**src/sv/zrse_pkg.sv**
```systemverilog
// Package for the zero-run sparse encoder: register indexes, width codes,
// result packing widths and the result record type. No dependencies.
`default_nettype none

package zrse_pkg;

    localparam int COUNT_BITS_DEFAULT = 32;

    // Register indexes on the configuration port
    localparam int CFG_INDEX_W = 1;
    localparam logic [CFG_INDEX_W-1:0] CFG_VALUE_WIDTH    = 1'd0;
    localparam logic [CFG_INDEX_W-1:0] CFG_DISTANCE_WIDTH = 1'd1;
    localparam int CFG_DATA_W = 2;

    // Element width codes
    localparam logic [1:0] VW_1BYTE = 2'd0;
    localparam logic [1:0] VW_2BYTE = 2'd1;
    localparam logic [1:0] VW_4BYTE = 2'd2;
    localparam logic [1:0] VW_8BYTE = 2'd3;

    // Distance width codes (also used for the needed-width report)
    localparam logic [1:0] DW_8BIT  = 2'd0;
    localparam logic [1:0] DW_16BIT = 2'd1;
    localparam logic [1:0] DW_32BIT = 2'd2;

    localparam int ELEM_W  = 64;
    localparam int DIST_W  = 32;
    localparam int RCNT_W  = 32;
    localparam int RES_W   = DIST_W + ELEM_W + 2 * RCNT_W + 2;
    localparam int M_DATA_W = ((RES_W + 7) / 8) * 8;

    typedef struct packed {
        logic [DIST_W-1:0] distance;
        logic [ELEM_W-1:0] value;
        logic              has_value;
        logic              end_of_stream;
        logic [RCNT_W-1:0] value_count;
        logic [RCNT_W-1:0] distance_count;
        logic [1:0]        needed_width_code;
    } result_t;

endpackage

`default_nettype wire

```
**src/sv/zero_run_sparse_encoder.sv**
```systemverilog
// Zero-run sparse encoder top level: run counter, stream statistics and a
// two-entry output stage (result register plus skid register). Uses zrse_pkg.
`default_nettype none

// Usage
//   Input stream s_*: one element per word; s_tdata holds the element (only
//   the configured low bytes count), s_tlast marks the final element.
//   Result stream m_*: zero or one word per element. m_tdata fields, low bit
//   up: distance[31:0], value[95:32], value_count[127:96],
//   distance_count[159:128], needed_width_code[161:160], zero pad. m_tuser is
//   has_value, m_tlast is end_of_stream.
//   Config port: cfg_wr_en/cfg_index/cfg_wdata, index 0 = element width code,
//   index 1 = distance width code. Write only while the stream is idle.
//   Each result is registered (result register, or skid register on a stall) before it is on m_*.
//   Throughput: one element per cycle while s_tready is high; the run counter and
//   the statistics are computed combinationally from the registered state.
//   Stall: the skid register absorbs one result while m_tready is low, then
//   s_tready drops until the skid register drains into the result register.
//   Reset (aresetn low, synchronous): both config codes return to 0, the run
//   and statistics clear and both output entries empty. No clearing pass.
//   After a last element all stream state clears for the next stream.

module zero_run_sparse_encoder
    import zrse_pkg::*;
#(
    parameter int COUNT_BITS = COUNT_BITS_DEFAULT
) (
    input  wire logic                   aclk,
    input  wire logic                   aresetn,

    input  wire logic                   cfg_wr_en,
    input  wire logic [CFG_INDEX_W-1:0] cfg_index,
    input  wire logic [CFG_DATA_W-1:0]  cfg_wdata,

    input  wire logic                   s_tvalid,
    output logic                        s_tready,
    input  wire logic [ELEM_W-1:0]      s_tdata,   // element[63:0]
    input  wire logic                   s_tlast,   // is_last

    output logic                        m_tvalid,
    input  wire logic                   m_tready,
    output logic [M_DATA_W-1:0]         m_tdata,   // distance, value, value_count,
                                                   // distance_count, needed_width_code
    output logic                        m_tuser,   // has_value
    output logic                        m_tlast    // end_of_stream
);

    // ---------------- configuration ----------------
    logic [1:0] value_width_reg;
    logic [1:0] distance_width_reg;

    always_ff @(posedge aclk) begin
        if (!aresetn) begin
            value_width_reg    <= VW_1BYTE;
            distance_width_reg <= DW_8BIT;
        end else if (cfg_wr_en) begin
            case (cfg_index)
                CFG_VALUE_WIDTH:    value_width_reg    <= cfg_wdata;
                CFG_DISTANCE_WIDTH: distance_width_reg <= cfg_wdata;
                default: ;
            endcase
        end
    end

    // ---------------- stream state ----------------
    logic [DIST_W-1:0]     zero_run_reg,       zero_run_next;
    logic [DIST_W-1:0]     longest_run_reg,    longest_run_next;
    logic [COUNT_BITS-1:0] values_seen_reg,    values_seen_next;
    logic [COUNT_BITS-1:0] distances_seen_reg, distances_seen_next;

    logic              s_fire;
    logic [ELEM_W-1:0] elem_mask;
    logic [ELEM_W-1:0] elem;
    logic              elem_nz;
    logic              run_full;
    logic [DIST_W-1:0] run_inc;
    logic              emit;
    logic              takes_value;
    logic [DIST_W-1:0] dist_raw;
    logic [DIST_W-1:0] dist_mask;
    logic [DIST_W-1:0] longest_upd;
    logic [COUNT_BITS-1:0] values_upd;
    logic [COUNT_BITS-1:0] distances_upd;
    logic [63:0]       values_ext;
    logic [63:0]       distances_ext;
    logic [1:0]        needed_code;
    result_t           res_new;

    assign s_fire = s_tvalid && s_tready;

    always_comb begin
        case (value_width_reg)
            VW_1BYTE: elem_mask = ELEM_W'(64'h0000_0000_0000_00FF);
            VW_2BYTE: elem_mask = ELEM_W'(64'h0000_0000_0000_FFFF);
            VW_4BYTE: elem_mask = ELEM_W'(64'h0000_0000_FFFF_FFFF);
            default:  elem_mask = '1;
        endcase
        case (distance_width_reg)
            DW_8BIT:  dist_mask = DIST_W'(32'h0000_00FF);
            DW_16BIT: dist_mask = DIST_W'(32'h0000_FFFF);
            default:  dist_mask = '1;   // reserved code acts as 32 bits
        endcase
    end

    assign elem        = s_tdata & elem_mask;
    assign elem_nz     = |elem;
    assign run_full    = &zero_run_reg;
    assign run_inc     = zero_run_reg + 1'b1;
    // nonzero element or a split of a full run both carry a value
    assign takes_value = elem_nz || run_full;
    assign emit        = takes_value || s_tlast;
    assign dist_raw    = elem_nz ? zero_run_reg : (run_full ? '1 : run_inc);

    assign longest_upd   = (emit && dist_raw > longest_run_reg) ? dist_raw : longest_run_reg;
    assign values_upd    = (takes_value && !(&values_seen_reg))
                         ? values_seen_reg + 1'b1 : values_seen_reg;
    assign distances_upd = (emit && !(&distances_seen_reg))
                         ? distances_seen_reg + 1'b1 : distances_seen_reg;

    // reported counts clamp at 32 bits
    assign values_ext    = 64'(values_upd);
    assign distances_ext = 64'(distances_upd);

    always_comb begin
        if (|longest_upd[DIST_W-1:16]) begin
            needed_code = DW_32BIT;
        end else if (|longest_upd[15:8]) begin
            needed_code = DW_16BIT;
        end else begin
            needed_code = DW_8BIT;
        end
    end

    always_comb begin
        res_new.distance      = dist_raw & dist_mask;
        res_new.value         = elem;   // zero for split and trailing entries
        res_new.has_value     = takes_value;
        res_new.end_of_stream = s_tlast;
        if (s_tlast) begin
            res_new.value_count       = (|values_ext[63:32]) ? '1 : values_ext[31:0];
            res_new.distance_count    = (|distances_ext[63:32]) ? '1 : distances_ext[31:0];
            res_new.needed_width_code = needed_code;
        end else begin
            res_new.value_count       = '0;
            res_new.distance_count    = '0;
            res_new.needed_width_code = DW_8BIT;
        end
    end

    always_comb begin
        zero_run_next       = zero_run_reg;
        longest_run_next    = longest_run_reg;
        values_seen_next    = values_seen_reg;
        distances_seen_next = distances_seen_reg;
        if (s_fire) begin
            if (s_tlast) begin
                zero_run_next       = '0;
                longest_run_next    = '0;
                values_seen_next    = '0;
                distances_seen_next = '0;
            end else begin
                zero_run_next       = emit ? '0 : run_inc;
                longest_run_next    = longest_upd;
                values_seen_next    = values_upd;
                distances_seen_next = distances_upd;
            end
        end
    end

    always_ff @(posedge aclk) begin
        if (!aresetn) begin
            zero_run_reg       <= '0;
            longest_run_reg    <= '0;
            values_seen_reg    <= '0;
            distances_seen_reg <= '0;
        end else begin
            zero_run_reg       <= zero_run_next;
            longest_run_reg    <= longest_run_next;
            values_seen_reg    <= values_seen_next;
            distances_seen_reg <= distances_seen_next;
        end
    end

    // ---------------- output register + skid ----------------
    result_t out_reg;
    result_t skid_reg;
    logic    out_valid_reg;
    logic    skid_valid_reg;
    logic    res_push;

    assign res_push = s_fire && emit;
    assign s_tready = !skid_valid_reg;

    always_ff @(posedge aclk) begin
        if (!aresetn) begin
            out_valid_reg  <= 1'b0;
            skid_valid_reg <= 1'b0;
        end else if (skid_valid_reg) begin
            // input is held off; drain skid into the result register
            if (m_tready) begin
                out_valid_reg  <= 1'b1;
                skid_valid_reg <= 1'b0;
            end
        end else if (res_push) begin
            if (!out_valid_reg || m_tready) begin
                out_valid_reg <= 1'b1;
            end else begin
                skid_valid_reg <= 1'b1;
            end
        end else if (m_tready) begin
            out_valid_reg <= 1'b0;
        end
    end

    always_ff @(posedge aclk) begin
        if (skid_valid_reg) begin
            if (m_tready) begin
                out_reg <= skid_reg;
            end
        end else if (res_push) begin
            if (!out_valid_reg || m_tready) begin
                out_reg <= res_new;
            end else begin
                skid_reg <= res_new;
            end
        end
    end

    assign m_tvalid = out_valid_reg;
    assign m_tdata  = M_DATA_W'({out_reg.needed_width_code, out_reg.distance_count,
                                 out_reg.value_count, out_reg.value, out_reg.distance});
    assign m_tuser  = out_reg.has_value;
    assign m_tlast  = out_reg.end_of_stream;

    // ---------------- assertions ----------------
    a_skid_needs_out: assert property (@(posedge aclk) disable iff (!aresetn)
        skid_valid_reg |-> out_valid_reg)
        else $error("skid entry held while result register empty");

    a_push_shows: assert property (@(posedge aclk) disable iff (!aresetn)
        res_push |=> m_tvalid)
        else $error("emitted result not presented");

    a_last_clears: assert property (@(posedge aclk) disable iff (!aresetn)
        (s_fire && s_tlast) |=> (zero_run_reg == '0 && longest_run_reg == '0
                                 && values_seen_reg == '0 && distances_seen_reg == '0))
        else $error("stream state not cleared after last element");

    a_needed_code: assert property (@(posedge aclk) disable iff (!aresetn)
        m_tvalid |-> (out_reg.needed_width_code == DW_8BIT
                      || out_reg.needed_width_code == DW_16BIT
                      || out_reg.needed_width_code == DW_32BIT))
        else $error("needed width code out of range");

endmodule

`default_nettype wire
```
**config.mk**
```make
export PLATFORM = sky130hd
export DESIGN_NAME = zero_run_sparse_encoder
export DESIGN_NICKNAME = d
export VERILOG_FILES = /design/src/sv/zrse_pkg.sv /design/src/sv/zero_run_sparse_encoder.sv
export SDC_FILE = /design/constraint.sdc
export NUM_CORES = 1
export LEC_CHECK = 0
export BUFFER_PORTS_ARGS = -buffer_cell sky130_fd_sc_hd__buf_2
export CORE_MARGIN = 2
export CORE_UTILIZATION = 50
export CTS_CLUSTER_DIAMETER = 100
export DETAILED_ROUTE_END_ITERATION = 8
export GPL_TIMING_DRIVEN = 0
export HOLD_SLACK_MARGIN = 0.15
export PLACE_DENSITY = 0.76
export SYNTH_ARGS = -nofsm -noshare
export SYNTH_HDL_FRONTEND = slang
export SYNTH_SLANG_ARGS = --single-unit
export TNS_END_PERCENT = 30
```
**constraint.sdc**
```tcl
create_clock -name aclk -period 46.3 [get_ports aclk]
set_clock_uncertainty 0.05 [all_clocks]
set_input_delay 2.315 -clock aclk [delete_from_list [all_inputs] [get_ports aclk]]
set_output_delay 2.315 -clock aclk [all_outputs]
set_load 0.05 [all_outputs]
```
# Yosys cells after proc, flatten, opt, wreduce, memory -nomap -nowiden
# Index checks and enable logic that the tools add are counted.
[word_totals] ff_bits=462 out_inout_bits=172
[classes] n_addsub=3 n_lt_le_gt_ge=1 eq_ne=5 muxes=28 n_bitwise=5 reduce_logical=30
[op_table] cell="two-way mux 164 bit" n=4
[op_table] cell="two-way mux 32 bit" n=10
[op_table] cell="case mux 64 bit (3 select lines)" n=1
[op_table] cell="adder 32 x 1 -> 32 bit, second input constant" n=3
[op_table] cell="AND reduction 32 bit" n=3
[op_table] cell="two-way mux 66 bit" n=1
[op_table] cell="bitwise AND 64 bit" n=1
[op_table] cell="case mux 32 bit (2 select lines)" n=1
[op_table] cell="OR reduction 64 bit" n=1
[op_table] cell="bitwise AND 32 bit" n=1
[op_table] cell="> comparator 32 bit" n=1
[op_table] cell="OR reduction 16 bit" n=1
[op_table] cell="two-way mux 1 bit" n=10
[op_table] cell="AND reduction 3 bit" n=3
[op_table] cell="nonzero test 2 bit" n=4
[op_table] cell="OR reduction 8 bit" n=1
[op_table] cell="AND reduction 2 bit" n=3
[op_table] cell="logical AND 1 bit" n=5
[op_table] cell="== test 2 x 1 -> 1 bit, second input constant" n=2
[op_table] cell="logical NOT 1 bit" n=4
[op_table] cell="logical NOT 2 bit" n=2
[op_table] cell="logical OR 1 bit" n=3
[op_table] cell="inequality test 3 x 2 -> 1 bit, second input constant" n=1
[op_table] cell="inverter 1 bit" n=3
[op_table] cell="3 further kinds" n=3

# Depth between registers and ports, before layout
[logic_depth] depth_word=15 mapped_depth=22 depth_no_buf=19

# Worst setup path after synthesis
# OpenSTA, ideal clock, no wires.
[synth_timing] path_kind="input to register" startpoint="in s_tdata[38]" endpoint="reg skid_reg[0] (netlist name) (enable)" setup_ns=0.926 t_arrival_ns=15.106 required_ns=45.324 path_slack_ns=30.218 stages=7 cell_sequence="nor4_1 -> a211oi_1 -> a2111oi_0 -> buf_2 -> nand4_1 -> nand2_1 -> nor3b_1"
[synth_between] elab_chain_cells=6
[synth_lines] element="start, declared" line="zero_run_sparse_encoder.sv:37" source="input wire logic [ELEM_W-1:0] s_tdata,"
[synth_lines] element="bitwise AND 64 bit" line="zero_run_sparse_encoder.sv:105" source="assign elem = s_tdata & elem_mask;"
[synth_lines] element="OR reduction 64 bit" line="zero_run_sparse_encoder.sv:106" source="assign elem_nz = |elem;"
[synth_lines] element="logical OR 1 bit" line="zero_run_sparse_encoder.sv:110" source="assign takes_value = elem_nz || run_full;"
[synth_lines] element="logical OR 1 bit" line="zero_run_sparse_encoder.sv:111" source="assign emit = takes_value || s_tlast;"
[synth_lines] element="logical AND 1 bit" line="zero_run_sparse_encoder.sv:191" source="assign res_push = s_fire && emit;"
[synth_lines] element="AND reduction 3 bit (no source line)"
[synth_lines] element="end signal, assigned" line="zero_run_sparse_encoder.sv:224" source="skid_reg <= res_new;"
[synth_lines] element="end, declared" line="zero_run_sparse_encoder.sv:186" source="result_t skid_reg;"
# Every way passes these cells.
# A chain may end at the register's enable or synchronous reset.

# Worst setup path in the final report
[layout_timing] startpoint="in s_tdata[9]" endpoint="reg out_reg (netlist bit m_tdata[161]), data pin"
[layout_between] elab_chain_cells=12 word_cells_on_any_way=14 cone_classes="order compare (1); mux (7); bitwise (1); reduce/logical (5)"
[layout_lines] element="bitwise AND 64 bit" line="zero_run_sparse_encoder.sv:105"
[layout_lines] element="OR reduction 64 bit" line="zero_run_sparse_encoder.sv:106"
[layout_lines] element="two-way mux 32 bit" line="zero_run_sparse_encoder.sv:112" source="assign dist_raw = elem_nz ? zero_run_reg : (run_full ? '1 : run_inc);"
[layout_lines] element="named net dist_raw[7]" line="zero_run_sparse_encoder.sv:79" source="logic [DIST_W-1:0] dist_raw;"
[layout_lines] element="> comparator 32 bit" line="zero_run_sparse_encoder.sv:114" source="assign longest_upd = (emit && dist_raw > longest_run_reg) ? dist_raw : longest_run_reg;"
[layout_lines] element="logical AND 1 bit" line="zero_run_sparse_encoder.sv:114"
[layout_lines] element="two-way mux 32 bit" line="zero_run_sparse_encoder.sv:114"
[layout_lines] element="OR reduction 16 bit" line="zero_run_sparse_encoder.sv:125" source="if (|longest_upd[DIST_W-1:16]) begin"
[layout_lines] element="two-way mux 2 bit" line="zero_run_sparse_encoder.sv:125"
[layout_lines] element="two-way mux 66 bit" line="zero_run_sparse_encoder.sv:139" source="if (s_tlast) begin"
[layout_lines] element="two-way mux 164 bit" line="zero_run_sparse_encoder.sv:221" source="if (!out_valid_reg || m_tready) begin"
[layout_lines] element="two-way mux 164 bit" line="zero_run_sparse_encoder.sv:220" source="end else if (res_push) begin"
[layout_lines] element="two-way mux 164 bit" line="zero_run_sparse_encoder.sv:216" source="if (skid_valid_reg) begin"
[layout_lines] element="end signal, assigned" line="zero_run_sparse_encoder.sv:218" source="out_reg <= skid_reg;"
[layout_lines] element="end signal, assigned" line="zero_run_sparse_encoder.sv:222" source="out_reg <= res_new;"
[layout_lines] element="end, declared" line="zero_run_sparse_encoder.sv:185" source="result_t out_reg;"
# The timed path passes the listed nets, and every way through them passes these cells. The select of a mux whose other input is x is not followed.

==> key figures <==
Clock tree
  – Post-CTS setup repair buffer count: 0
  – Number of H-tree levels: 2
  – Clk slew on worst S/H paths: 0.06 ns
  – Clock root cell: clkbuf_16
  – Post-CTS sizing: 0
  – Hold_buf cts: 0
  – CTS tree: built
  – Total CTS buffers: between 40 and 50
  – Sink Count: 462
  – Clock Latency Late Sink: 0.60 ns
  – CTS Buffer Depth: 3

Power
  – Leak: roughly 9.6 nW
  – Peak VDD IR: between 0.02 and 0.03 mV
  – PD cells: 36.8 nW/µm²

Detailed routing
  – Final antenna-violating net count: 0
  – WL/cell: 21.7 µm
  – Via Count: between 15000 and 20000
  – DRT Pass-1 Iters: 7
  – Final WL: 65500 µm
  – Drc violations: 0
  – Via/cell ratio: 5.97
  – Initial drt markers: between 1500 and 2000

Logic synthesis
  – Cells after synthesis: between 2000 and 2500
  – Distinct cells, synth: 71
  – Number of synthesized flops with an enable pin: 328
  – Synthesized area: 22300 µm²
  – Post-synth top flop: edfxtp_1
  – Post-synth ARST share: 0%
  – Yosys reg bits: 462
  – Mean Syn Cell Area: 10.8 µm²
  – YS warnings: 0
  – Sequential fraction of the synthesis area: around 56%

Timing
  – Fin crit period: 9.29 ns
  – Setup TNS: 0 ns
  – Final Max Slew Viols: 0
  – Slew headroom: 19.7%
  – RSZ-0062 raised after global routing: false
  – Period utilisation layout: about a fifth
  – Final setup viols: 0
  – Slew @ Worst Pin: 1.19 ns
  – Highest Clock Rate: 108 MHz
  – Final Hold Fails: 0
  – Setup ws final: about 37 ns
  – Worst hold slack: 0.430 ns

Global routing
  – Met2 global-route usage: 43.8%
  – Met1 usage: 37.5%
  – Number of global-route vias before repair: roughly 17000
  – Met3 Usage GRT: 6.10%
  – Grt peak-use layer: met2
  – Initial antenna violation count: 1
  – GRT overflow: 0
  – GRT Overall Usage: 27.7%
  – Global-route wire length before repair: 100000 µm
  – Largest net degree at the start of global routing: 33

Finish
  – Most common cell after layout, fill and taps aside: edfxtp_1
  – Area growth syn-to-layout: 17.5%
  – Largest register FFs: between 150 and 200
  – Most frequent cells in the layout: 328 x edfxtp_1, 254 x buf_2, 190 x nand2_1
  – Util after Layout: 59.3%
  – Layout cells sized above 1: 19.4%
  – Non-filler cells, final: 3014
  – Multi-input logic area: 8950 µm²
  – Reg area: 12500 µm²
  – Fin nets: 2490
  – Fillers: 3652

Critical path
  – CP Capture Type: flip-flop
  – Req. time, crit path: roughly 47 ns
  – Max stage delay on crit path: 0.85 ns
  – CP max stage cell: o21ai_0
  – R2R Setup Slk: approximately 39 ns
  – Crit path DAT: between 9 and 10 ns
  – Crit Path Max Fanout: 10
  – Cell Chain, Critical Path: buf_2, nor3_1, nand3_1, o41a_1, clkbuf_1, nor2_1, clkbuf_1, o21ai_0, o21ai_0, ha_1, nand2_1, nor4_1, a21boi_0, o311a_1, o211ai_1, nor4_4, o221ai_1, a211oi_2, o21ai_1
  – FF-to-FF path depth: 18
  – CP Class: in -> reg
  – Worst setup SP type: input port

Placement
  – Port bufs: 238
  – Final GP Congestion: 0.991
  – DPL Wire Length: 48300 µm
  – DP Worst Slack: between 30 and 40 ns
  – Inst Count DP: about 3000

Floorplanning
  – Total core area: 44100 µm²
  – Die H: 215 µm
  – Die Width: 215 µm
  – FP Rows: 77
  – Initial Util: about half
  – Ports: 245
  – Die area: 46200 µm²

Run
  – Max-cap check violation count: 0

Hold path
  – Worst hold-check path type: reg -> reg
  – Hold Crit Depth: 2

Outcome
  – Status: finished clean
-- cell families after synthesis --
logic type      synth area share, %
simple gates                   18.3
flops                          56.3
compound gates                 12.2
buf+inv                        3.63
mux                            5.12
xor+xnor                       2.52
fa+ha+maj                      1.97
other cells                  0.0168
-- cell usage after synthesis, drive strengths merged (23+ instances only) --
cell type	n	area share (%)
nor2b	98	2.8
nand4	42	1.2
buf	31	0.76
a21oi	77	1.7
and4	23	0.90
and3	63	1.8
inv	53	0.89
xor2	23	0.90
nor4	43	1.4
o21ai	115	2.6
clkbuf	117	2.0
and2	53	1.5
edfxtp	328	44
nor3	52	1.2
a22oi	51	1.7
nand3	52	1.2
nor2	141	2.4
nand2	190	3.2
mux2	95	4.8
xnor2	41	1.6
ha	35	2.0
o31ai	67	2.3
dfxtp	134	12
-- metrics by stage --
step                instance area (µm²)  total power (W)
floorplan                         22300         0.000546
global placement                  24200         0.000577
detailed placement                24500         0.000571
CTS                               26200         0.000966
global route                      26200         0.000988
finish                            26200         0.000962
-- final timing paths --
path	start	endpoint
hold / removal	longest_run_reg[11]$_SDFFE_PN0P_	longest_run_reg[11]$_SDFFE_PN0P_
hold reg to reg	longest_run_reg[11]$_SDFFE_PN0P_	longest_run_reg[11]$_SDFFE_PN0P_
setup reg to reg	zero_run_reg[17]$_SDFFE_PN0P_	m_tdata[161]$_DFFE_PP_
setup / recovery	s_tdata[9]	m_tdata[161]$_DFFE_PP_
-- worst max-delay path: cells and delay by family --
kind                     cells  cell delay, ns
AO/OA/AOI/OAI                9            3.54
adder cells (fa/ha/maj)      1            0.26
AND/OR/NAND/NOR              6            2.49
buffers and inverters        3            0.90
-- power breakdown --
part,switching (W),internal (W)
Combinational,0.0000780,0.0000220
Sequential,0.00000467,0.000458
Clock,0.000165,0.000233
-- metal layers --
| metal | vias to the layer above | part of all wire (%) |
|---|---|---|
| li1 | 8266 | - |
| met1 | 8695 | 42 |
| met2 | 875 | 46 |
| met3 | 149 | 8.6 |
| met4 | 0 | 3.6 |
| met5 | - | 0 |
-- layout make-up --
class / count / share of cell area (%)
diodes: 1 / 0.00956
plain buffers: 148 / 2.33
clock buffers: 60 / 4.96
clock inverters: 29 / 1.23
inverters: 53 / 0.760
multi-input cells: 1409 / 34.2
flip-flops and latches: 462 / 47.9
well taps: 592 / 2.83
repair buffers: 260 / 5.76
No activity file was read; power rests on OpenSTA's default activity.
